--- src/rtl/path_keyed_hash_table_core_defines.svh ---
// Assertion macros for the path keyed hash table core.
`ifndef PATH_KEYED_HASH_TABLE_CORE_DEFINES_SVH
`define PATH_KEYED_HASH_TABLE_CORE_DEFINES_SVH
`ifndef NO_ASSERTIONS
// same-cycle implication
`define PKHT_ASSERT_NOW(label, ante, cons) \
  label: assert property (@(posedge clk) disable iff (rst) (ante) |-> (cons)) \
    else $error("pkht check failed");
// next-cycle implication
`define PKHT_ASSERT_NEXT(label, ante, cons) \
  label: assert property (@(posedge clk) disable iff (rst) (ante) |=> (cons)) \
    else $error("pkht check failed");
`else
`define PKHT_ASSERT_NOW(label, ante, cons)
`define PKHT_ASSERT_NEXT(label, ante, cons)
`endif
`endif

--- src/rtl/pkht_ram.sv ---
`timescale 1ns / 1ps
module pkht_ram #(
  parameter int WIDTH  = 8,
  parameter int DEPTH  = 16,
  parameter int ADDR_W = $clog2(DEPTH)
) (
  input  logic              clk,
  input  logic              we,
  input  logic [ADDR_W-1:0] waddr,
  input  logic [WIDTH-1:0]  wdata,
  input  logic [ADDR_W-1:0] raddr,
  output logic [WIDTH-1:0]  rdata
);
  logic [WIDTH-1:0] mem [DEPTH];

  always_ff @(posedge clk) begin
    if (we) begin
      mem[waddr] <= wdata;
    end
    rdata <= mem[raddr];
  end
endmodule

--- config.mk ---
export PLATFORM = sky130hd
export DESIGN_NAME = pkht_ram
export DESIGN_NICKNAME = d
export VERILOG_FILES = /design/src/rtl/path_keyed_hash_table_core_defines.svh /design/src/rtl/pkht_ram.sv
export SDC_FILE = /design/constraint.sdc
export NUM_CORES = 1
export LEC_CHECK = 0
export BUFFER_PORTS_ARGS = -buffer_cell sky130_fd_sc_hd__buf_4
export CORE_MARGIN = 1.5
export CORE_UTILIZATION = 50
export CTS_BUF_LIST = sky130_fd_sc_hd__clkbuf_2
export CTS_CLUSTER_SIZE = 12
export DETAILED_ROUTE_END_ITERATION = 8
export PLACE_DENSITY = 0.7
export SETUP_SLACK_MARGIN = 0.02
export SLEW_MARGIN = 10
export SYNTH_ARGS = -nofsm -noshare
export SYNTH_HDL_FRONTEND = slang
export SYNTH_SLANG_ARGS = --single-unit
--- constraint.sdc ---
create_clock -name clk -period 1.5 [get_ports clk]
set_input_delay 0.075 -clock clk [delete_from_list [all_inputs] [get_ports clk]]
set_output_delay 0.075 -clock clk [all_outputs]
set_load 0.05 [all_outputs]
==> After elaboration in Yosys (flattened, before gate mapping) <==
Memory sizes are Yosys's and may differ from the RTL's. A register that Yosys moved wholly into a read port is not among the register bits.
Index checks and enable logic that the tools add are counted.
{ "classes": {"eq_ne": 0, "n_mul": 0, "n_reduce_logical": 0, "n_div": 0, "order_cmp": 0, "shifts": 0, "n_addsub": 0, "muxes": 2, "bitwise_logic": 0} }
{ "op_table": {"columns": ["operator", "n"], "rows": [
  ["2-to-1 mux 1 bit", 2]
]} }
{ "word_totals": {"ff_bits": 0, "n_memories": 1, "in_bits": 18, "latch_bits": 0, "ram_bits": 128, "word_cells": 3, "romBits": 0} }
{ "mem_list": {"columns": ["name", "depth", "word_bits", "read_ports", "rd_ports_with_merged_regs", "write_ports", "line_no", "text"], "rows": [
  ["mem", 16, 8, 1, 1, 1, "pkht_ram.sv:14", "logic [WIDTH-1:0] mem [DEPTH];"]
]} }

==> Longest topological paths before layout <==
Gate-level depths: netlist of run 1.
{ "logic_depth": {"ltp_word": 2, "mapped_depth": 5, "ltp_nobuf": 3} }

==> Least setup slack after synthesis of run 1 <==
No wires, ideal clock.
{ "synth_timing": {"path_kind": "input to register", "startpoint": "in waddr[2]", "endpoint": "mem mem[0][0], enable pin", "stages": 2, "n_path_buf": 0, "arrival_ps": 1185, "setup_ps": 383, "required_ps": 1117, "path_slack_ps": -68, "cell_sequence": "or3b_2 -> nor3_1"} }
{ "synth_rtl": {"columns": ["item", "line_no", "text"], "rows": [
  ["start: declaration", "pkht_ram.sv:9", "input logic [ADDR_W-1:0] waddr,"],
  ["end: declaration", "pkht_ram.sv:14", null]
]} }
No word-level cell before the write port.

==> results of run 1 <==
==> cells by family after synthesis <==
group                  Yosys count
flip-flops                     136
AND/OR/NAND/NOR                 35
multiplexers                    32
AO/OA/AOI/OAI                   16
buffers and inverters           10
==> registers in the layout (all words and copies together), names as in the netlist <==
register	cells
rdata	8
mem	128
==> placed cells by master (no fill, tap or decap), types with 4 or more instances in the layout <==
cell / count
edfxtp_1: 128
buf_4: 46
mux4_2: 18
clkbuf_2: 18
a22oi_1: 16
dlygate4sd3_1: 16
mux4_1: 14
nor2_1: 13
nand2_1: 9
dfxtp_1: 8
clkinv_2: 6
clkinv_1: 4
==> power breakdown <==
| part | leakage, nW | internal [mW] | switching [mW] | total (mW) |
|---|---|---|---|---|
| Combinational | 0.698 | 0.234 | 0.308 | 0.542 |
| Clock | 0.119 | 0.551 | 1.18 | 1.73 |
| Sequential | 1.22 | 4.24 | 0.0263 | 4.27 |
==> cell type report <==
type                    count  area (um2)  area share
repair buffers             65         566      0.0946
multi-input cells          83        1060       0.178
flip-flops and latches    136        4000       0.670
well taps                 133         166      0.0278
clock buffers              18        90.1      0.0151
clock inverters            13        90.1      0.0151
==> layer usage <==
metal  routed length, um  part of all wire
met2                4660              0.50
met3                 445             0.048
met5                   0                 0
met4                 230             0.025
met1                3890              0.42
==> metrics by stage <==
step | hold WS, ps | power (mW) | cell area [um2] | util
after floorplan | 174 | 4.65 | 5150 | -
after global placement | 377 | 4.86 | 5640 | 0.572
after detailed placement | 393 | 4.87 | 5640 | 0.572
after CTS | 18.8 | 6.60 | 5980 | 0.606
after global routing | 52.6 | 6.79 | 5980 | 0.606
final | 66.4 | 6.54 | 5980 | 0.606
==> timing repair <==
action | 4_1_cts | 5_1_grt
hold endpoints to repair | 168 | 0
hold buffers | 16 | 0
resized for setup | 0 | 0
==> final timing paths <==
| kind | endpoint | start | slack (ps) | cells past startpoint |
|---|---|---|---|---|
| worst max-delay path | rdata[3] | mem[1][3] | 110 | 3 |
| worst min-delay path | rdata[4] | raddr[0] | 70 | 5 |
| worst max register to register | rdata[3] | mem[1][3] | 110 | 3 |
| worst min register to register | rdata[4] | mem[12][4] | 670 | 3 |
==> critical path, cell delays in order (launching register included) <==
cell and delay [ps]:
edfxtp_1 390, mux4_1 500, a22oi_1 310, nand2_1 80
==> metrics.txt, run 1 <==
top-level port count=26; pins over their slew limit=0; CP Class=reg2reg; met2 Usage GRT=0.303; setup TNS=0 ps; drt wl/cell=a little over 20 um; CTS tree=built; Die X=104 um; grt ovf=0; total die area=roughly 11,000 um2; H-tree Lvls=4; post-layout min period=between 1000 and 1500 ps; M1 GR Usage=0.245; DP HPWL=roughly 6200 um; Synth-to-Final Area Change=16.1%; Peak VDD IR=about 560 uV; compound-cell area share of the yosys netlist=0.0233; fin nets=321; synth top area cells=edfxtp_1 (75%), mux4_2 (7.9%), mux4_1 (7.1%); initial antenna violation count=0; average cell area after synthesis=roughly 22 um2; Die Height=~100 um; number of synthesized flops with an enable pin=about 130; grt met3 use=0.0414; TritonCTS Buffers=17; Initial Utilization=0.522; CP required=just over 2000 ps; sequential fraction of the synthesis area=0.778; ys flop type=edfxtp_1; min setup slack post-route=roughly 110 ps; Final setup viols=0; Final ANT Viol Nets=0; startpoint types=flop; Seq cells post-synth=136; vias in the first global route=~2,600; CP max FO=1; clock buffer depth=2; postcts setup bufs=0; largest net degree at the start of global routing=18; filler instances=709; All-Layer GR Usage=0.188; Netlist cell types=19; Worst Hold Class=in2reg; Synth Area in Simple Gates=0.0318; crit path DAT=about 1900 ps; synthesized area=about 5000 um2; Placed Cells incl. Taps=about 400; Clk Latency, worst-skew pair=around 640 ps; Core ar.=9860 um2; Rows=36; share of layout cells above drive strength 1=0.305; diodes inserted=0; final period utilization=0.928; number of max-cap violations=0; Slew Limit Headroom=0.723; clk slew on worst S/H paths=roughly 190 ps; most numerous cell in the Yosys netlist=edfxtp_1; Final Wtd Congestion=~0.8; DRC=0; drt first pass iters=4; Power Dens Cells=approximately 1100 nW/um2; Final Skew=a little over 20 ps; RSZ-0062 raised after global routing=false; Synth Area in XOR/XNOR=0; Vias per Instance=around 5.5; Post-synth ARST share=0; Syn. warnings=0; DRT iter0 DRCs=~160; mux share of post-synthesis cell area=0.150; DRT Wirelength=approximately 9200 um; PortBufs=25; Synth Area in Adders=0; Mapped Nets=247; cell taking the most area after synthesis=edfxtp_1; busiest grt layer=met2; leak pwr=2.04 nW; first-pass GRT wire length=between 10,000 and 15,000 um; largest family of logic cells by synthesized area=multiplexers; Yosys top cell area share=0.747; Setup WS pre-CTS=33.6 ps; clock tree sinks=136; Max Freq=718 MHz; non-filler instance count after layout=approximately 450; clk root buf=clkbuf_2; post-synthesis cell count=between 200 and 250; most common library cells after synthesis=edfxtp_1 (128), mux4_2 (18), a22oi_1 (16); crit end category=flop; Final Hold Violating Endpoints=0; DR vias=between 2,000 and 2,500; status=finished clean; measured slew at the worst slew-check pin=415 ps
(Power assumes the default switching activity.)
==> inputs of run 2 (changes only) <==
- ABC_AREA: unset -> 1
==> run 2 against run 1 <==
Count of clock-buffer cells in the layout grew 2; register-to-register slack gained 330 ps; critical path depth grew 4; final cell count grew 70%; core utilization shrank 1.9 points; largest power group unchanged.
==> metrics.txt, run 2 <==
Peak VDD IR=631 uV; clk slew on worst S/H paths=between 150 and 200 ps; synthesized area=just under 6000 um2; fin nets=about 630; initial antenna violation count=0; final design area excluding fillers=approximately 6700 um2; Initial Utilization=0.509; sequential fraction of the synthesis area=0.694; mux share of post-synthesis cell area=0; Rows=39; Syn. warnings=0; Clock power frac=0.356; drt first pass iters=5; crit path DAT=1760 ps; Netlist cell types=12; Vias per Instance=~5.1; Seq cells post-synth=about 140; Internal Pwr Total=5.90 mW; final hold slack=~53 ps; drt wl/cell=approximately 16 um; Yosys top cell area share=0.667; top-level port count=26; Final Skew=~26 ps; compound-cell area share of the yosys netlist=0; CTS tree=built; setup TNS=0 ps; Post-synth ARST share=0; measured slew at the worst slew-check pin=between 400 and 500 ps; DRT Wirelength=12,600 um; number of max-cap violations=0; Max Freq=a little over 700 MHz; diodes inserted=0; clock tree sinks=roughly 140; Synth-to-Final Area Change=15.3%; post-layout min period=between 1000 and 1500 ps; DRT iter0 DRCs=~250; number of synthesized flops with an enable pin=between 100 and 150; synth top area cells=edfxtp_1 (67%), nand2_1 (11%), nand3_1 (8.4%); Largest Register=mem; largest family of logic cells by synthesized area=simple AND/OR/NAND/NOR gates; status=finished clean; share of layout cells above drive strength 1=0.135; met2 wire length=roughly 6000 um; first-pass GRT wire length=between 15,000 and 20,000 um; NetSw=between 1.5 and 2 mW; total die area=around 12,000 um2; Setup WS pre-CTS=between 200 and 300 ps; R2R depth=6; CP Class=in2reg; commonest non-fill, non-tap cell in the layout=nand2_1; Hold Path End=mem[5][6]; post-synthesis cell count=~550; pins over their slew limit=0; Placed Area=6170 um2; Final Hold Violating Endpoints=0; min setup slack post-route=116 ps; most numerous cell in the Yosys netlist=nand2_1; Mapped Nets=~570; Largest register FFs=~130; most common library cells after synthesis=nand2_1 (173), edfxtp_1 (128), inv_1 (100); Comb pwr share=0.087; R2R Setup Slk=between 400 and 500 ps; Slew Limit Headroom=0.713; most frequent cells in the layout=nand2_1 (173), edfxtp_1 (128), inv_1 (100), nand3_1 (94), buf_4 (44); Core ar.=approximately 11,000 um2; largest net degree at the start of global routing=65; FF-to-FF Start=mem[4][4]; Power Dens Cells=1150 nW/um2; H-tree Lvls=4; Final setup viols=0; Top Registers=mem x128, rdata x8; cell taking the most area after synthesis=edfxtp_1; DP HPWL=7540 um; vias in the first global route=between 3,000 and 4,000; crit end category=flop; Final Wtd Congestion=around 0.85; Synth Area in Adders=0; WL met1=around 5200 um; All-Layer GR Usage=0.230; DRC=0; PortBufs=25; startpoint types=input pin; met3 WL=between 800 and 900 um; Die X=110 um; Synth Area in Simple Gates=0.210; leak pwr=2.91 nW; clock buffer depth=2; clk root buf=clkbuf_2; CP max FO=8; hold_sp=waddr[2]; ys flop type=edfxtp_1; DR vias=roughly 4,000; RR Endpoint=rdata[4]; Flop pwr share=0.557; TritonCTS Buffers=17; average cell area after synthesis=roughly 10 um2; Synth Area in XOR/XNOR=0; hold depth=4; total chip power=between 7 and 8 mW; sw frac=0.230; grt ovf=0; final period utilization=0.923; Top Layer Used=met4; Die Height=110 um; RSZ-0062 raised after global routing=false; postcts setup bufs=0; CP required=between 1500 and 2000 ps; Final ANT Viol Nets=0; Worst Hold Class=in2reg; Clk Latency, worst-skew pair=around 670 ps
==> run 2: cell count changes after synthesis, moves of 14 or more <==
| cell | delta |
|---|---|
| nand3_1 | +96 |
| a22oi_1 | -16 |
| inv_1 | +100 |
| mux4_2 | -18 |
| mux4_1 | -14 |
| nand2_1 | +164 |
==> run 2: layer usage <==
layer,track usage,vias to the layer above
met2,0.369,138
met5,0,-
met1,0.298,1836
met3,0.0523,27
li1,-,1884
met4,0.104,0
==> run 2: layout make-up <==
class                           instances  area (um2)
Fill cell                             943        4670
Sequential cell                       136        4000
Multi-Input combinational cell        289        1230
Timing Repair Buffer                   61         531
Inverter                              102         383
Clock inverter                         12         225
Tap cell                              143         179
Clock buffer                           20         100
==> run 2: cells by family after synthesis <==
| family | Yosys count |
|---|---|
| DFF | 136 |
| buffers and inverters | 126 |
| and+or+nand+nor | 289 |
==> run 2: timing repair <==
item                                    in CTS  in global routing
hold buffers                                15                  0
resized for setup                            0                  3
hold endpoints to repair                   174                  0
endpoints found under the setup margin       0                  1
==> run 2: power groups by stage <==
stage | registers, mW | logic (mW) | clock network, mW
3_3_place_gp | 4.35 | 0.622 | 0
6_report | 4.27 | 0.667 | 2.73
5_1_grt | 4.28 | 0.726 | 2.92
4_1_cts | 4.27 | 0.669 | 2.79
3_5_place_dp | 4.35 | 0.635 | 0
2_1_floorplan | 4.44 | 0.300 | 0
==> run 2: worst max path at each step <==
stage,from,to
6_report,waddr[3],mem[1][2]
5_1_grt,waddr[3],mem[0][2]
4_1_cts,mem[14][6],rdata[6]
3_5_place_dp,raddr[0],rdata[4]
3_3_place_gp,raddr[1],rdata[4]
2_1_floorplan,waddr[2],mem[10][0]
==> run 2: critical path, stage by stage <==
cell	delay [ps]
dlygate4sd3_1	530
buf_4	140
nor2_1	80
nand2_1	50
dlygate4sd3_1	600
nor2_1	100
buf_4	190
==> run 2: stage by stage <==
step           cells  utilization
6_report         763        0.587
5_1_grt          763        0.587
4_1_cts          764        0.587
3_5_place_dp     717        0.545
3_3_place_gp     717        0.545
2_1_floorplan    551            -
==> inputs of run 3 (changes only) <==
- CORE_MARGIN: 1.5 -> 2
==> run 3 against run 2 <==
Clock skew decreased by 3.2 ps; via count down 0.49%; non-clock buffer count increased by 4; combinational power increased by 2%; first-iteration DRC count is 28% higher; critical path depth did not move; sequential share of layout area shrank 0.38 points; worst hold slack better by 200 ps.
==> metrics.txt, run 3 (same netlist as run 2, synthesis figures left out) <==
Core ar.=between 10,000 and 15,000 um2; CP Class=in2reg; largest net degree at the start of global routing=65; clk root buf=clkbuf_2; Worst Hold Class=in2reg; Setup crit end=mem[2][1]; Power Dens Cells=between 1000 and 1500 nW/um2; leak pwr=just under 3 nW; Largest register FFs=128; DR vias=3,866; CP required=~1900 ps; Final Skew=~22 ps; startpoint types=input pin; total die area=12,400 um2; status=finished clean; All-Layer GR Usage=0.215; vias in the first global route=between 3,000 and 4,000; share of layout cells above drive strength 1=0.128; DRC=0; diodes inserted=0; pins over their slew limit=0; fin nets=approximately 630; Vias per Instance=~5.0; most frequent cells in the layout=nand2_1 (173), edfxtp_1 (128), inv_1 (100), nand3_1 (96), buf_4 (42); Layout Utilization=0.591; Initial Utilization=0.509; Slew Limit Headroom=0.691; drt first pass iters=5; Rows=39; DP HPWL=roughly 7700 um; Final ANT Viol Nets=0; Final Hold Violating Endpoints=0; R2R depth=6; number of max-cap violations=0; Final setup viols=0; final period utilization=0.937; grt ovf=0; R2R Setup Slk=between 400 and 500 ps; setup TNS=0 ps; CTS tree=built; clk slew on worst S/H paths=between 150 and 200 ps; H-tree Lvls=4; measured slew at the worst slew-check pin=about 460 ps; top-level port count=26; Max Freq=712 MHz; Peak VDD IR=592 uV; Final Wtd Congestion=around 0.81; FF-to-FF Start=mem[0][3]; DRT iter0 DRCs=~320; DRT Wirelength=12,400 um; crit path DAT=1820 ps; TritonCTS Buffers=17; PortBufs=25; initial antenna violation count=0; Largest Register=mem; filler instances=approximately 960; Die X=~110 um; Synth-to-Final Area Change=16.1%; clock buffer depth=2; RR Endpoint=rdata[3]; post-layout min period=1410 ps; drt wl/cell=roughly 16 um; CP max FO=8; crit end category=flop; first-pass GRT wire length=19,900 um; Die Height=about 110 um; clock tree sinks=136; Clk Latency, worst-skew pair=around 700 ps; postcts setup bufs=0; Top Registers=mem x128, rdata x8; RSZ-0062 raised after global routing=false; commonest non-fill, non-tap cell in the layout=nand2_1; crit path from=waddr[2]
[run 3: changes by cell type in the layout (fill, tap and decap cells not counted), moves of 2 or more]
cell and change:
dlygate4sd3_1 +4, clkbuf_2 -3, buf_12 +2, buf_4 -2, clkinv_1 +2, clkinv_4 +2, inv_6 +2, nand3_1 +2
nand3_2 -2
[run 3: metrics by stage]
step / std cells / area [um2] / setup slack, ps / power (mW) / hold slack [ps]
after detailed placement: 717 / 6190 / 291 / 5.00 / 424
after floorplan: 551 / 5770 / 474 / 4.73 / 174
after CTS: 769 / 6710 / 39.8 / 7.60 / 206
after global routing: 767 / 6690 / 41.9 / 7.81 / 212
after global placement: 717 / 6190 / 316 / 4.98 / 419
final: 767 / 6690 / 94.7 / 7.55 / 252
[run 3: cell type report]
class | instances | area, um2 | share of cell area
Sequential cell | 136 | 4000 | 0.598
Multi-Input combinational cell | 289 | 1220 | 0.182
Timing Repair Buffer | 65 | 596 | 0.0890
Inverter | 102 | 385 | 0.0576
Clock inverter | 15 | 225 | 0.0337
Tap cell | 143 | 179 | 0.0267
Clock buffer | 17 | 85.1 | 0.0127
[run 3: where the power goes]
part	total (mW)	internal, mW	leakage, nW	switching, mW
registers	4.27	4.24	1.22	0.0266
logic	0.681	0.226	1.53	0.454
clock network	2.60	1.27	0.170	1.33
[run 3: how the worst min path moves through the flow]
stage                     slack [ps]     start  cells past startpoint          to
after CTS                        210  wdata[2]                      2   mem[0][2]
final                            250  wdata[2]                      2  mem[15][2]
after detailed placement         420  wdata[2]                      1   mem[6][2]
after global placement           420  raddr[3]                      3    rdata[5]
after floorplan                  170  wdata[0]                      0   mem[0][0]
after global routing             210  wdata[2]                      2   mem[0][2]
[run 3: metal layers]
metal | wire length, um | track usage | share of wire | vias up
met1 | 5280 | 0.283 | 0.43 | 1827
li1 | - | - | - | 1890
met5 | 0 | 0 | 0 | -
met4 | 436 | 0.108 | 0.035 | 0
met2 | 6020 | 0.343 | 0.48 | 124
met3 | 688 | 0.0457 | 0.055 | 25
[run 3: timing repair]
item / in CTS / in global routing
hold buffers: 20 / 0
resized for setup: 0 / 3
endpoints found under the hold margin: 204 / 0
setup endpoints to repair: 0 / 2
[run 3: worst max-delay path, stage by stage]
cell,delay [ps]
dlygate4sd3_1,540
buf_4,140
nor2_1,100
nand2_1,50
dlygate4sd3_1,610
nor2_1,120
buf_4,180
