### config.mk
export PLATFORM = sky130hd
export DESIGN_NAME = pkht_front
export DESIGN_NICKNAME = d
export VERILOG_FILES = /design/src/rtl/path_keyed_hash_table_core_defines.svh /design/src/rtl/pkht_pkg.sv /design/src/rtl/pkht_front.sv
export SDC_FILE = /design/constraint.sdc
export NUM_CORES = 1
export LEC_CHECK = 0
export ABC_AREA = 1
export BUFFER_PORTS_ARGS = -buffer_cell sky130_fd_sc_hd__buf_2
export CORE_ASPECT_RATIO = 0.75
export CORE_MARGIN = 5
export CORE_UTILIZATION = 54
export CTS_CLUSTER_SIZE = 16
export DETAILED_ROUTE_END_ITERATION = 8
export GPL_ROUTABILITY_DRIVEN = 0
export PLACE_DENSITY = 0.75
export SYNTH_ARGS = -nofsm -noshare
export SYNTH_HDL_FRONTEND = slang
export SYNTH_SLANG_ARGS = --single-unit
### constraint.sdc
create_clock -name clk -period 7.6 [get_ports clk]
set_input_delay 0 -clock clk [delete_from_list [all_inputs] [get_ports clk]]
set_output_delay 0 -clock clk [all_outputs]
set_load 0.02 [all_outputs]
### src/rtl/path_keyed_hash_table_core_defines.svh
// Assertion macros for the path keyed hash table core.
`ifndef PATH_KEYED_HASH_TABLE_CORE_DEFINES_SVH
`define PATH_KEYED_HASH_TABLE_CORE_DEFINES_SVH
`ifndef NO_ASSERTIONS
// same-cycle implication
`define PKHT_ASSERT_NOW(label, ante, cons) \
  label: assert property (@(posedge clk) disable iff (rst) (ante) |-> (cons)) \
    else $error("pkht check failed");
// next-cycle implication
`define PKHT_ASSERT_NEXT(label, ante, cons) \
  label: assert property (@(posedge clk) disable iff (rst) (ante) |=> (cons)) \
    else $error("pkht check failed");
`else
`define PKHT_ASSERT_NOW(label, ante, cons)
`define PKHT_ASSERT_NEXT(label, ante, cons)
`endif
`endif

### src/rtl/pkht_pkg.sv
`timescale 1ns / 1ps
package pkht_pkg;
  localparam int TABLE_SLOTS = 256;
  localparam int NAME_BYTES  = 72;
  localparam int SLOT_W  = $clog2(TABLE_SLOTS);
  localparam int KLEN_W  = $clog2(NAME_BYTES);
  localparam int NAME_W  = $clog2(TABLE_SLOTS * NAME_BYTES);
  localparam int COUNT_W = $clog2(TABLE_SLOTS + 1);
  localparam int ENTRY_W = 9;

  localparam logic [31:0] FNV_BASIS = 32'd2166136261;
  localparam logic [31:0] FNV_PRIME = 32'd16777619;

  localparam logic [1:0] ACT_KEY    = 2'd0;
  localparam logic [1:0] ACT_INSERT = 2'd1;
  localparam logic [1:0] ACT_REMOVE = 2'd2;
  localparam logic [1:0] ACT_LOOKUP = 2'd3;

  localparam logic [2:0] ST_INSERTED = 3'd0;
  localparam logic [2:0] ST_UPDATED  = 3'd1;
  localparam logic [2:0] ST_REMOVED  = 3'd2;
  localparam logic [2:0] ST_FOUND    = 3'd3;
  localparam logic [2:0] ST_MISSING  = 3'd4;
  localparam logic [2:0] ST_FULL     = 3'd5;
  localparam logic [2:0] ST_REJECTED = 3'd6;

  typedef struct packed {
    logic [1:0]  action;
    logic [7:0]  key_byte;
    logic [31:0] file_size;
    logic [15:0] file_mode;
  } pkht_item_t;

  // operation handed from front to back
  typedef struct packed {
    logic [1:0]        action;
    logic              reject;
    logic [31:0]       hash;
    logic [KLEN_W-1:0] len;
    logic [31:0]       file_size;
    logic [15:0]       file_mode;
  } pkht_op_t;

  typedef struct packed {
    logic [31:0]       hash;
    logic [31:0]       size;
    logic [15:0]       mode;
    logic [KLEN_W-1:0] len;
  } pkht_meta_t;

  typedef struct packed {
    logic busy;   // back is reading the key buffer
    logic take;   // back takes the queued operation
  } pkht_back_st_t;
endpackage

### src/rtl/pkht_front.sv
`timescale 1ns / 1ps
module pkht_front import pkht_pkg::*; (
  input  logic              clk,
  input  logic              rst,
  input  logic              push,
  output logic              full,
  input  pkht_item_t        in_item,
  input  pkht_back_st_t     back_st,
  output logic              q_valid,
  output pkht_op_t          q,
  output logic              kb_we,
  output logic [KLEN_W-1:0] kb_waddr,
  output logic [7:0]        kb_wdata
);
  localparam logic [1:0] PH_STRIP = 2'd0;
  localparam logic [1:0] PH_DOT   = 2'd1;
  localparam logic [1:0] PH_COPY  = 2'd2;

  logic [KLEN_W-1:0] key_len, key_len_next;
  logic [31:0]       key_hash, key_hash_next;
  logic [1:0]        phase, phase_next;
  logic              overflow, overflow_next;
  logic              hold_valid;
  pkht_item_t        hold;
  logic              q_valid_next;

  pkht_item_t  src;
  logic        go, do_app, hold_set, enq;
  logic [7:0]  app_c, c;
  logic [31:0] mix;

  assign full = hold_valid | q_valid | back_st.busy;

  always_comb begin
    src = hold_valid ? hold : in_item;
    go = hold_valid | (push & ~full);
    key_len_next = key_len;
    key_hash_next = key_hash;
    phase_next = phase;
    overflow_next = overflow;
    do_app = 1'b0;
    app_c = src.key_byte;
    hold_set = 1'b0;
    enq = 1'b0;
    kb_we = 1'b0;
    if (go) begin
      if (src.action == ACT_KEY) begin
        if (src.key_byte != 8'd0) begin
          case (phase)
            PH_STRIP: begin
              if (src.key_byte == 8'h2E) begin
                phase_next = PH_DOT;
              end else if (src.key_byte != 8'h2F) begin
                do_app = 1'b1;
                phase_next = PH_COPY;
              end
            end
            PH_DOT: begin
              if (src.key_byte == 8'h2F) begin
                phase_next = PH_STRIP;
              end else begin
                do_app = 1'b1;
                app_c = 8'h2E;
                hold_set = 1'b1;
                phase_next = PH_COPY;
              end
            end
            default: begin
              do_app = 1'b1;
            end
          endcase
        end
      end else if (phase == PH_DOT) begin
        // held-back dot is kept before the operation
        do_app = 1'b1;
        app_c = 8'h2E;
        hold_set = 1'b1;
        phase_next = PH_COPY;
      end else begin
        enq = 1'b1;
      end
    end
    c = app_c;
    if (c >= 8'h41 && c <= 8'h5A) begin
      c = c + 8'd32;
    end
    if (c == 8'h5C) begin
      c = 8'h2F;
    end
    mix = key_hash ^ {24'd0, c};
    if (do_app) begin
      if (32'(key_len) >= 32'(NAME_BYTES - 1)) begin
        overflow_next = 1'b1;
      end else begin
        kb_we = 1'b1;
        key_len_next = key_len + 1'b1;
        key_hash_next = mix * FNV_PRIME;
      end
    end
    if (enq) begin
      key_len_next = '0;
      key_hash_next = FNV_BASIS;
      phase_next = PH_STRIP;
      overflow_next = 1'b0;
    end
    q_valid_next = (q_valid & ~back_st.take) | enq;
  end

  assign kb_waddr = key_len;
  assign kb_wdata = c;

  always_ff @(posedge clk) begin
    if (rst) begin
      key_len <= '0;
      key_hash <= FNV_BASIS;
      phase <= PH_STRIP;
      overflow <= 1'b0;
      hold_valid <= 1'b0;
      q_valid <= 1'b0;
    end else begin
      key_len <= key_len_next;
      key_hash <= key_hash_next;
      phase <= phase_next;
      overflow <= overflow_next;
      hold_valid <= hold_set;
      q_valid <= q_valid_next;
    end
    if (hold_set) begin
      hold <= src;
    end
    if (enq) begin
      q.action <= src.action;
      q.reject <= (key_len == '0) | overflow;
      q.hash <= (key_hash == 32'd0) ? 32'd1 : key_hash;
      q.len <= key_len;
      q.file_size <= src.file_size;
      q.file_mode <= src.file_mode;
    end
  end
endmodule

# After elaboration in Yosys (flattened, before gate mapping)
# Index checks and enable logic that the tools add are counted.
# totals
wordCells	85
input_bits	63
out_inout_bits	108
reg_bits	192
# classes
n_bitwise	11
eq_ne	8
mul	1
add_sub_neg	2
n_mux	33
n_reduce_logical	11
n_lt_le_gt_ge	3
# op_table
cell	n
$mux W8	8
$mux W58	1
$logic_not A32 Y1	1
$mul A32 B25 Y32 const B	1
$xor A32 B8 Y32	1
$eq A8 B6 Y1 const B	2
$mux W1	16
$mux W2	6
$add A8 B6 Y8 const B	1
$eq A8 B7 Y1 const B	1
$ge A8 B7 Y1 const B	1
$le A8 B7 Y1 const B	1
$ne A8 B6 Y1 const B	1
$reduce_bool A8 Y1	1
$add A7 B1 Y7 const B	1
$ge A7 B7 Y1 const B	1
$logic_not A7 Y1	1
$or A1 B1 Y1	5
$reduce_and A5 Y1	1
$logic_not A2 Y1	2
$ne A4 B4 Y1 const B	1
$pmux W2 S2	1
$reduce_and A2 Y1	2
$ne A3 B1 Y1 const B	1
8 further kinds	11

# Depth between registers and ports, before layout
# Gate-level depths: netlist of the first run.
# logic_depth
ltp_word	14
ltp_mapped	46
depth_no_buf	45

# Least setup slack after synthesis of the first run
# OpenSTA, ideal clock, no wires.
# synth_timing
path_kind	register -> register
startpoint	register hold_valid
endpoint	register key_hash[25]
t_arrival_ps	6475
required_time_ps	7476
period_less_slack_ps	6599
n_path_buf	1
path_slack_ps	1001
setup_time_ps	124
path_stages_with_launch	40
cell_sequence	dfxtp_1 -> inv_2 -> buf_6 -> nand2_4 -> nand2_4 -> nor2_2 -> nand2_1 -> nor2_4 -> nand2_2 -> nand2_1 -> inv_1 -> ha_1 -> inv_1 -> nand4_1 -> nand2_1 -> nor2_4 -> nand2_4 -> nand2_2 -> [4 not listed] -> fa_1 -> ha_1 -> inv_1 -> fa_1 -> inv_1 -> ha_1 -> inv_1 -> fa_1 -> inv_1 -> ha_1 -> a21o_1 -> a21boi_0 -> nand3_1 -> a21oi_1 -> o221ai_1 -> a21oi_1 -> xor2_1 -> a21oi_1
# synth_lines
item	line_no	text
from (decl)	pkht_front.sv:23	logic hold_valid;
from (signal assigned)	pkht_front.sv:125	hold_valid <= hold_set;
to (signal assigned)	pkht_front.sv:122	key_hash <= key_hash_next;
to (decl)	pkht_front.sv:20	logic [31:0] key_hash, key_hash_next;

# Worst setup path in the final report of the first run
# layout_timing
startpoint	register hold_valid
endpoint	register key_hash[25]
# layout_via
elab_chain_cells	14
word_cells_on_any_way	37
classes_between	add/sub: 1; mul: 1; order compare: 2; eq/ne: 4; mux: 18; bitwise: 6; reduce/logical: 5
# layout_lines
item	line_no	text
$mux W58	pkht_front.sv:35	src = hold_valid ? hold : in_item;
$eq A8 B6 Y1	pkht_front.sv:59	if (src.key_byte == 8'h2F) begin
$mux W8	pkht_front.sv:59	
$mux W8	pkht_front.sv:49	case (phase)
$mux W8	pkht_front.sv:48	if (src.key_byte != 8'd0) begin
$mux W8	pkht_front.sv:47	if (src.action == ACT_KEY) begin
$mux W8	pkht_front.sv:46	if (go) begin
$ge A8 B7 Y1 / $le A8 B7 Y1 (equally long branches)	pkht_front.sv:84	if (c >= 8'h41 && c <= 8'h5A) begin
$logic_and A1 B1 Y1	pkht_front.sv:84	
$mux W8	pkht_front.sv:84	
$eq A8 B7 Y1	pkht_front.sv:87	if (c == 8'h5C) begin
$mux W8	pkht_front.sv:87	
$xor A32 B8 Y32	pkht_front.sv:90	mix = key_hash ^ {24'd0, c};
$mul A32 B25 Y32	pkht_front.sv:97	key_hash_next = mix * FNV_PRIME;
# Several ways; a longest one is shown, not always the timed one.
# A chain may end at the register's enable or synchronous reset.

==> impl_metrics.csv, run 1 <==
group,metric,value,unit
timing,tightestPinTransition,1.133,ns
layout,fillCellCount,1933,
synthesis,yosysSeqAreaShare,0.3898,
power_and_ir_drop,power_frac_seq,0.232,
layout,layout-drive-gt1-share,0.1652,
synthesis,synthCells,1439,
worst_setup_path,cp-end-kind,"flop",
worst_setup_path,crit_path_end,"key_hash[25]",
worst_setup_path,startpoint,"hold_valid",
clock_network,clk_pin_slew,0.08,ns
route,dr_wl_met3,2657,um
timing,fmax,138.4,MHz
timing,finalSetupViolCount,0,
worst_setup_path,worstPathRequired,7.90,ns
placement,portBuffers,170,
worst_hold_path,hp-class,"input pin to flop",
layout,syn2layout_area_growth,18.08,%
synthesis,ys_types,41,
clock_network,clk_path_buf_depth,2,
synthesis,synth_area_leaders,"edfxtp_1 (33%), ha_1 (18%), fa_1 (11%)",
worst_setup_path,r2r-start,"hold_valid",
timing,period_share,0.9504,
power_and_ir_drop,power.density,322.5,mW/mm^2
floorplanning,die_w,193.7,um
clock_network,clk_latency,0.44,ns
timing,slew_violations,0,
route,vias,10447,
floorplanning,die_h,147.8,um
grt,first_global_vias,10409,
route,viasPerCell,5.179,
route,top_layer,"met4",
outcome,status,"finished clean",
route,ant_nets,0,
clock_network,cts_tree,"yes",
route,drt-initial-drc-count,758,
worst_setup_path,arrival,7.52,ns
grt,grt_max_degree,83,
timing,hold_viol,0,
synthesis,yosysMostFrequentCell,"inv_1",
worst_setup_path,r2r_setup_slack,0.38,ns
floorplanning,start_util,0.5473,
clock_network,cts_root_buf,"clkbuf_16",
worst_setup_path,criticalPathCategory,"flop to flop",
worst_setup_path,slowest_stage,"fa_1",
power_and_ir_drop,sw_frac_of_total,0.4613,
grt,grt_remaining_overflow,0,
timing,period_needed,7.223,ns
worst_hold_path,hold_start,"rst",
power_and_ir_drop,p_sw,2.400,mW
worst_setup_path,crit_fanout,17,
clock_network,numCtsBuffers,17,
power_and_ir_drop,vdd_drop_max,257.5,uV
layout,nets,1995,
synthesis,synth-edff-count,148,
job,cap_violations,0,
timing,hold-worst-slack,0.3227,ns
synthesis,yosys_warnings,0,
route,drcViolationCount,0,
route,wl_met2,15710,um
power_and_ir_drop,p_comb_frac,0.599,
timing,skew,0.01259,ns
power_and_ir_drop,leakage,8.062,nW
synthesis,synth.cell_area,0.01366,mm^2
floorplanning,row_count,50,
synthesis,async_reset_ff_frac,0,
floorplanning,io_pins,171,
floorplanning,coreArea,0.02496,mm^2
layout,fin_util,0.6463,
grt,grt_first_pass_wirelength,54610,um
timing,relSlewSlack,0.2403,
grt,antenna_found_initial,2,
placement,dpl.hpwl,24920,um
worst_setup_path,r2r_cells,40,
synthesis,yosys.area.top_type,"edfxtp_1",
grt,globalRouteTotalUtil,0.2379,
route,drtPass1Iterations,7,
synthesis,avgSynthCellArea,9.494,um^2
clock_network,clock_sinks,192,
worst_setup_path,r2r_end,"key_hash[25]",
synthesis,ys_seq_elements,192,
worst_setup_path,cp-start-kind,"flop",
floorplanning,die_area,0.02861,mm^2
route,drt-met1-wl,14770,um
synthesis,syn_nets,1770,
route,wl_per_cell,16.71,um
power_and_ir_drop,p_int,2.803,mW
clock_network,htree_levels,4,
synthesis,yosysTopAreaCellShare,0.3253,
synthesis,synth_ff_type,"edfxtp_1",
worst_setup_path,cp_slowest_stage_delay,0.53,ns
timing,fin_setup_tns,0,ns
route,wirelength,33700,um
worst_setup_path,path_common_cell,"inv_1",
power_and_ir_drop,p_clk_frac,0.170,
synthesis,synth_common_cells,"inv_1 (323), nand2_1 (291), ha_1 (194)",
==> power groups by stage <==
stage | combinational (mW) | clock, mW | sequential, mW
6_report | 3.11 | 0.883 | 1.21
5_1_grt | 3.52 | 0.945 | 1.21
4_1_cts | 3.00 | 0.894 | 1.20
3_5_place_dp | 2.92 | 0 | 1.23
3_3_place_gp | 2.85 | 0 | 1.23
2_1_floorplan | 2.24 | 0 | 1.25
==> worst min path at each step <==
stage | end | cells past startpoint
finish | hold_valid | 3
global route | full | 4
CTS | q[60] | 5
detailed placement | q_valid | 2
global placement | q_valid | 2
floorplan | q_valid | 1
==> cell families after synthesis <==
family          Yosys count  share of synthesized area
compound gates          149                    0.05907
buf+inv                 369                     0.1028
flops                   192                     0.3898
xor+xnor                 40                    0.02564
fa+ha+maj               268                     0.2861
simple gates            421                     0.1366
==> what timing repair did <==
item	4_1_cts	5_1_grt
hold buffers	60	0
endpoints found under the setup margin	0	7
resized for setup	0	13
setup buffers	0	2
endpoints found under the hold margin	110	0
==> per-stage QoR <==
| step | instance area, um^2 | setup WS, ns | cells | total power, mW |
|---|---|---|---|---|
| 3_5_place_dp | 14880 | 0.3040 | 1921 | 4.151 |
| 6_report | 16130 | 0.3768 | 2017 | 5.203 |
| 2_1_floorplan | 13660 | 1.001 | 1439 | 3.485 |
| 5_1_grt | 16130 | -0.01613 | 2017 | 5.673 |
| 4_1_cts | 16070 | 0.2354 | 2013 | 5.094 |
| 3_3_place_gp | 14880 | 0.5856 | 1921 | 4.082 |
==> area by class of cell <==
cell class	count	area, um^2	share of cell area
clock inverter	15	163.9	0.01016
antenna	2	5.005	0.0003102
inverter	330	1240	0.07686
multi-input combinational	878	6980	0.4327
tap	338	422.9	0.02622
clock buffer	17	425.4	0.02637
timing repair buffer	245	1568	0.09718
sequential	192	5326	0.3302
==> cell usage in the layout, fill, tap and decap left out, types with 3 or more instances in the layout <==
cell type and n:
o211ai_1 3, clkinv_8 5, nand2_1 290, nand4_1 10, inv_2 6, nand3b_1 4
clkbuf_16 17, ha_1 193, xnor2_1 19, dlygate4sd3_1 60, nor2_1 31, o21ai_0 46
dfxtp_1 43, inv_1 322, edfxtp_1 148, a21oi_1 69, xor2_1 21, nand3_1 23
o21bai_1 3, fa_1 74, o21ai_1 3, nor2_4 3, nor2_2 7, nor4_1 4
buf_2 170, a21o_1 4, a31oi_1 8, nand2_2 19, inv_6 4, nand3_2 4
buf_4 14, a21oi_2 4, nand2_4 11, nor3_1 11
==> critical path, delay by kind of cell, from the launching register on <==
family / cells / cell delay (ns)
xor gates and xnor gates: 1 / 0.18
buffers and inverters: 10 / 0.71
DFF: 1 / 0.34
AOI/OAI and AO/OA: 5 / 0.90
adders and majority gates: 8 / 2.80
and+or+nand+nor: 16 / 2.12
==> state kept, by name, summed over array words and instances (netlist names) <==
signal / flops
hold: 58
phase: 2
overflow: 1
hold_valid: 1
q_valid: 1
kb_waddr: 7
key_hash: 32
q: 90
==> routing by layer <==
layer  vias up  GRT usage
met5         -          0
met3        46    0.03896
met4         0    0.06157
li1       5024          -
met2       433     0.3913
met1      4944     0.3324
Power figures use the tool's default switching activity.
==> inputs of run 2 (changes only) <==
--- a/config.mk
+++ b/config.mk
@@ -14,6 +14,7 @@
 export DETAILED_ROUTE_END_ITERATION = 8
 export GPL_ROUTABILITY_DRIVEN = 0
 export PLACE_DENSITY = 0.75
+export REMOVE_ABC_BUFFERS = 1
 export SYNTH_ARGS = -nofsm -noshare
 export SYNTH_HDL_FRONTEND = slang
 export SYNTH_SLANG_ARGS = --single-unit
==> run 2 against run 1 <==
Against the previous run:
- final area about the same
- setup slack better by 0.044 ns
- via count about the same
- sequential cell count is the same
- die area did not move
- wire length is 0.89% higher
- non-clock buffer count shrank 6
- sequential share of layout area about the same
- global-route usage up 0.22 points
- first-iteration DRC count shrank 7.5%
- hold slack got worse by 0.18 ns
- highest routed layer unchanged
==> impl_metrics.csv, run 2 (same netlist as run 1, synthesis figures left out) <==
group,metric,value,unit
route,wl_per_cell,16.92,um
floorplanning,start_util,0.5473,
layout,largest_register_ffs,90,
worst_hold_path,hold_path_depth,5,
layout,largest-register,"q",
layout,nets,1989,
power_and_ir_drop,power.density,330.8,mW/mm^2
layout,layout-drive-gt1-share,0.1634,
placement,post-place-cells,1917,
route,drcViolationCount,0,
layout,syn2layout_area_growth,18.12,%
placement,portBuffers,170,
worst_setup_path,r2r_end,"key_hash[28]",
floorplanning,io_pins,171,
clock_network,htree_levels,4,
power_and_ir_drop,leakage,8.058,nW
route,ant_nets,0,
clock_network,clock_sinks,192,
worst_setup_path,cp-end-kind,"flop",
worst_hold_path,min_to,"q_valid",
power_and_ir_drop,vdd_drop_max,268.0,uV
worst_setup_path,arrival,7.48,ns
layout,final_cell_mix,"inv_1 (322), nand2_1 (290), ha_1 (192), buf_2 (170), edfxtp_1 (148)",
timing,tightestPinTransition,1.035,ns
timing,hold-worst-slack,0.1401,ns
grt,grt_max_degree,78,
placement,dpl.hpwl,25200,um
worst_hold_path,hp-class,"input pin to flop",
route,vias,10456,
layout,layout_commonest_cell,"inv_1",
job,cap_violations,0,
worst_setup_path,worstPathRequired,7.90,ns
timing,slew_violations,0,
clock_network,clk_pin_slew,0.09,ns
timing,finalSetupViolCount,0,
clock_network,cts_tree,"yes",
grt,antenna_found_initial,0,
timing,fmax,139.3,MHz
route,drt-initial-drc-count,701,
worst_setup_path,r2r_setup_slack,0.42,ns
timing,rsz0062_at_grt,"false",
outcome,status,"finished clean",
placement,placed_area,0.01485,mm^2
timing,period_needed,7.179,ns
worst_setup_path,path_common_cell,"nand2_1",
floorplanning,row_count,50,
clock_network,cts_setup_buffers,0,
grt,grt_first_pass_wirelength,55240,um
floorplanning,die_area,0.02861,mm^2
floorplanning,coreArea,0.02496,mm^2
worst_hold_path,hold_start,"push",
grt,first_global_vias,10463,
worst_setup_path,criticalPathCategory,"flop to flop",
worst_setup_path,r2r-start,"hold_valid",
timing,relSlewSlack,0.3054,
worst_setup_path,slowest_stage,"fa_1",
floorplanning,die_h,147.8,um
route,drtPass1Iterations,5,
worst_setup_path,cp_slowest_stage_delay,0.54,ns
worst_setup_path,cp-start-kind,"flop",
layout,final_cells,2009,
layout,fin_util,0.6465,
power_and_ir_drop,total_power,5.338,mW
timing,hold_viol,0,
worst_setup_path,crit_fanout,11,
clock_network,clk_path_buf_depth,2,
timing,skew,0.01516,ns
layout,insertedDiodeCount,0,
clock_network,cts_root_buf,"clkbuf_16",
timing,period_share,0.9446,
route,wirelength,34000,um
worst_setup_path,r2r_cells,40,
clock_network,clk_latency,0.44,ns
floorplanning,die_w,193.7,um
layout,largestRegisters,"q: 90 flops, hold: 58 flops, key_hash: 32 flops",
clock_network,numCtsBuffers,17,
grt,globalRouteTotalUtil,0.2401,
grt,grt_remaining_overflow,0,
layout,fillCellCount,1926,
route,viasPerCell,5.205,
layout,final_area,0.01614,mm^2
run 2: cell types whose count changed in the layout (fill, tap and decap cells not counted), sizes merged:
cell,change
clkinv,-3
inv,+4
diode,-2
clkinvlp,-1
buf,-6
run 2: cell type report:
| type | count | area (um^2) | share of cell area |
|---|---|---|---|
| clock inverter | 15 | 226.5 | 0.01403 |
| sequential | 192 | 5329 | 0.3302 |
| timing repair buffer | 239 | 1519 | 0.09413 |
| inverter | 330 | 1242 | 0.07699 |
| multi-input combinational | 878 | 6972 | 0.4320 |
| tap | 338 | 422.9 | 0.02621 |
| clock buffer | 17 | 425.4 | 0.02636 |
run 2: what timing repair did:
action | in CTS | in global routing
resized for setup | 0 | 12
setup endpoints to repair | 0 | 10
hold buffers | 60 | 0
hold endpoints to repair | 110 | 0
run 2: power by group:
part,internal (mW),switching (mW)
logic,1.18,1.97
clock network,0.470,0.513
registers,1.17,0.0311
run 2: critical path, delay by kind of cell, from the launching register on:
kind            cells  cell delay, ns
compound gates      4            0.55
xor+xnor            1            0.14
fa+ha+maj           9            3.28
buf+inv             8            0.57
flops               1            0.39
simple gates       18            2.08
run 2: worst max-delay path by stage:
stage	to	slack, ns	from
6_report	key_hash[28]	0.42	hold_valid
2_1_floorplan	key_hash[25]	-0.53	hold_valid
3_3_place_gp	key_hash[25]	0.50	hold_valid
4_1_cts	key_hash[25]	0.21	hold_valid
5_1_grt	key_hash[25]	0.007	hold_valid
3_5_place_dp	key_hash[25]	0.25	hold_valid
run 2: stage by stage:
stage	setup slack, ns	setup TNS (ns)
after floorplan	-0.5333	-4.054
after global placement	0.5014	0
after detailed placement	0.2490	0
after CTS	0.2051	0
after global routing	0.006872	0
final	0.4210	0
run 2: metal layers:
layer / vias to the layer above / track usage / wire length (um)
li1: 5010 / - / -
met1: 4971 / 0.3425 / 15370
met2: 413 / 0.3829 / 15400
met3: 62 / 0.04170 / 2407
met4: 0 / 0.06582 / 818
met5: - / 0 / 0
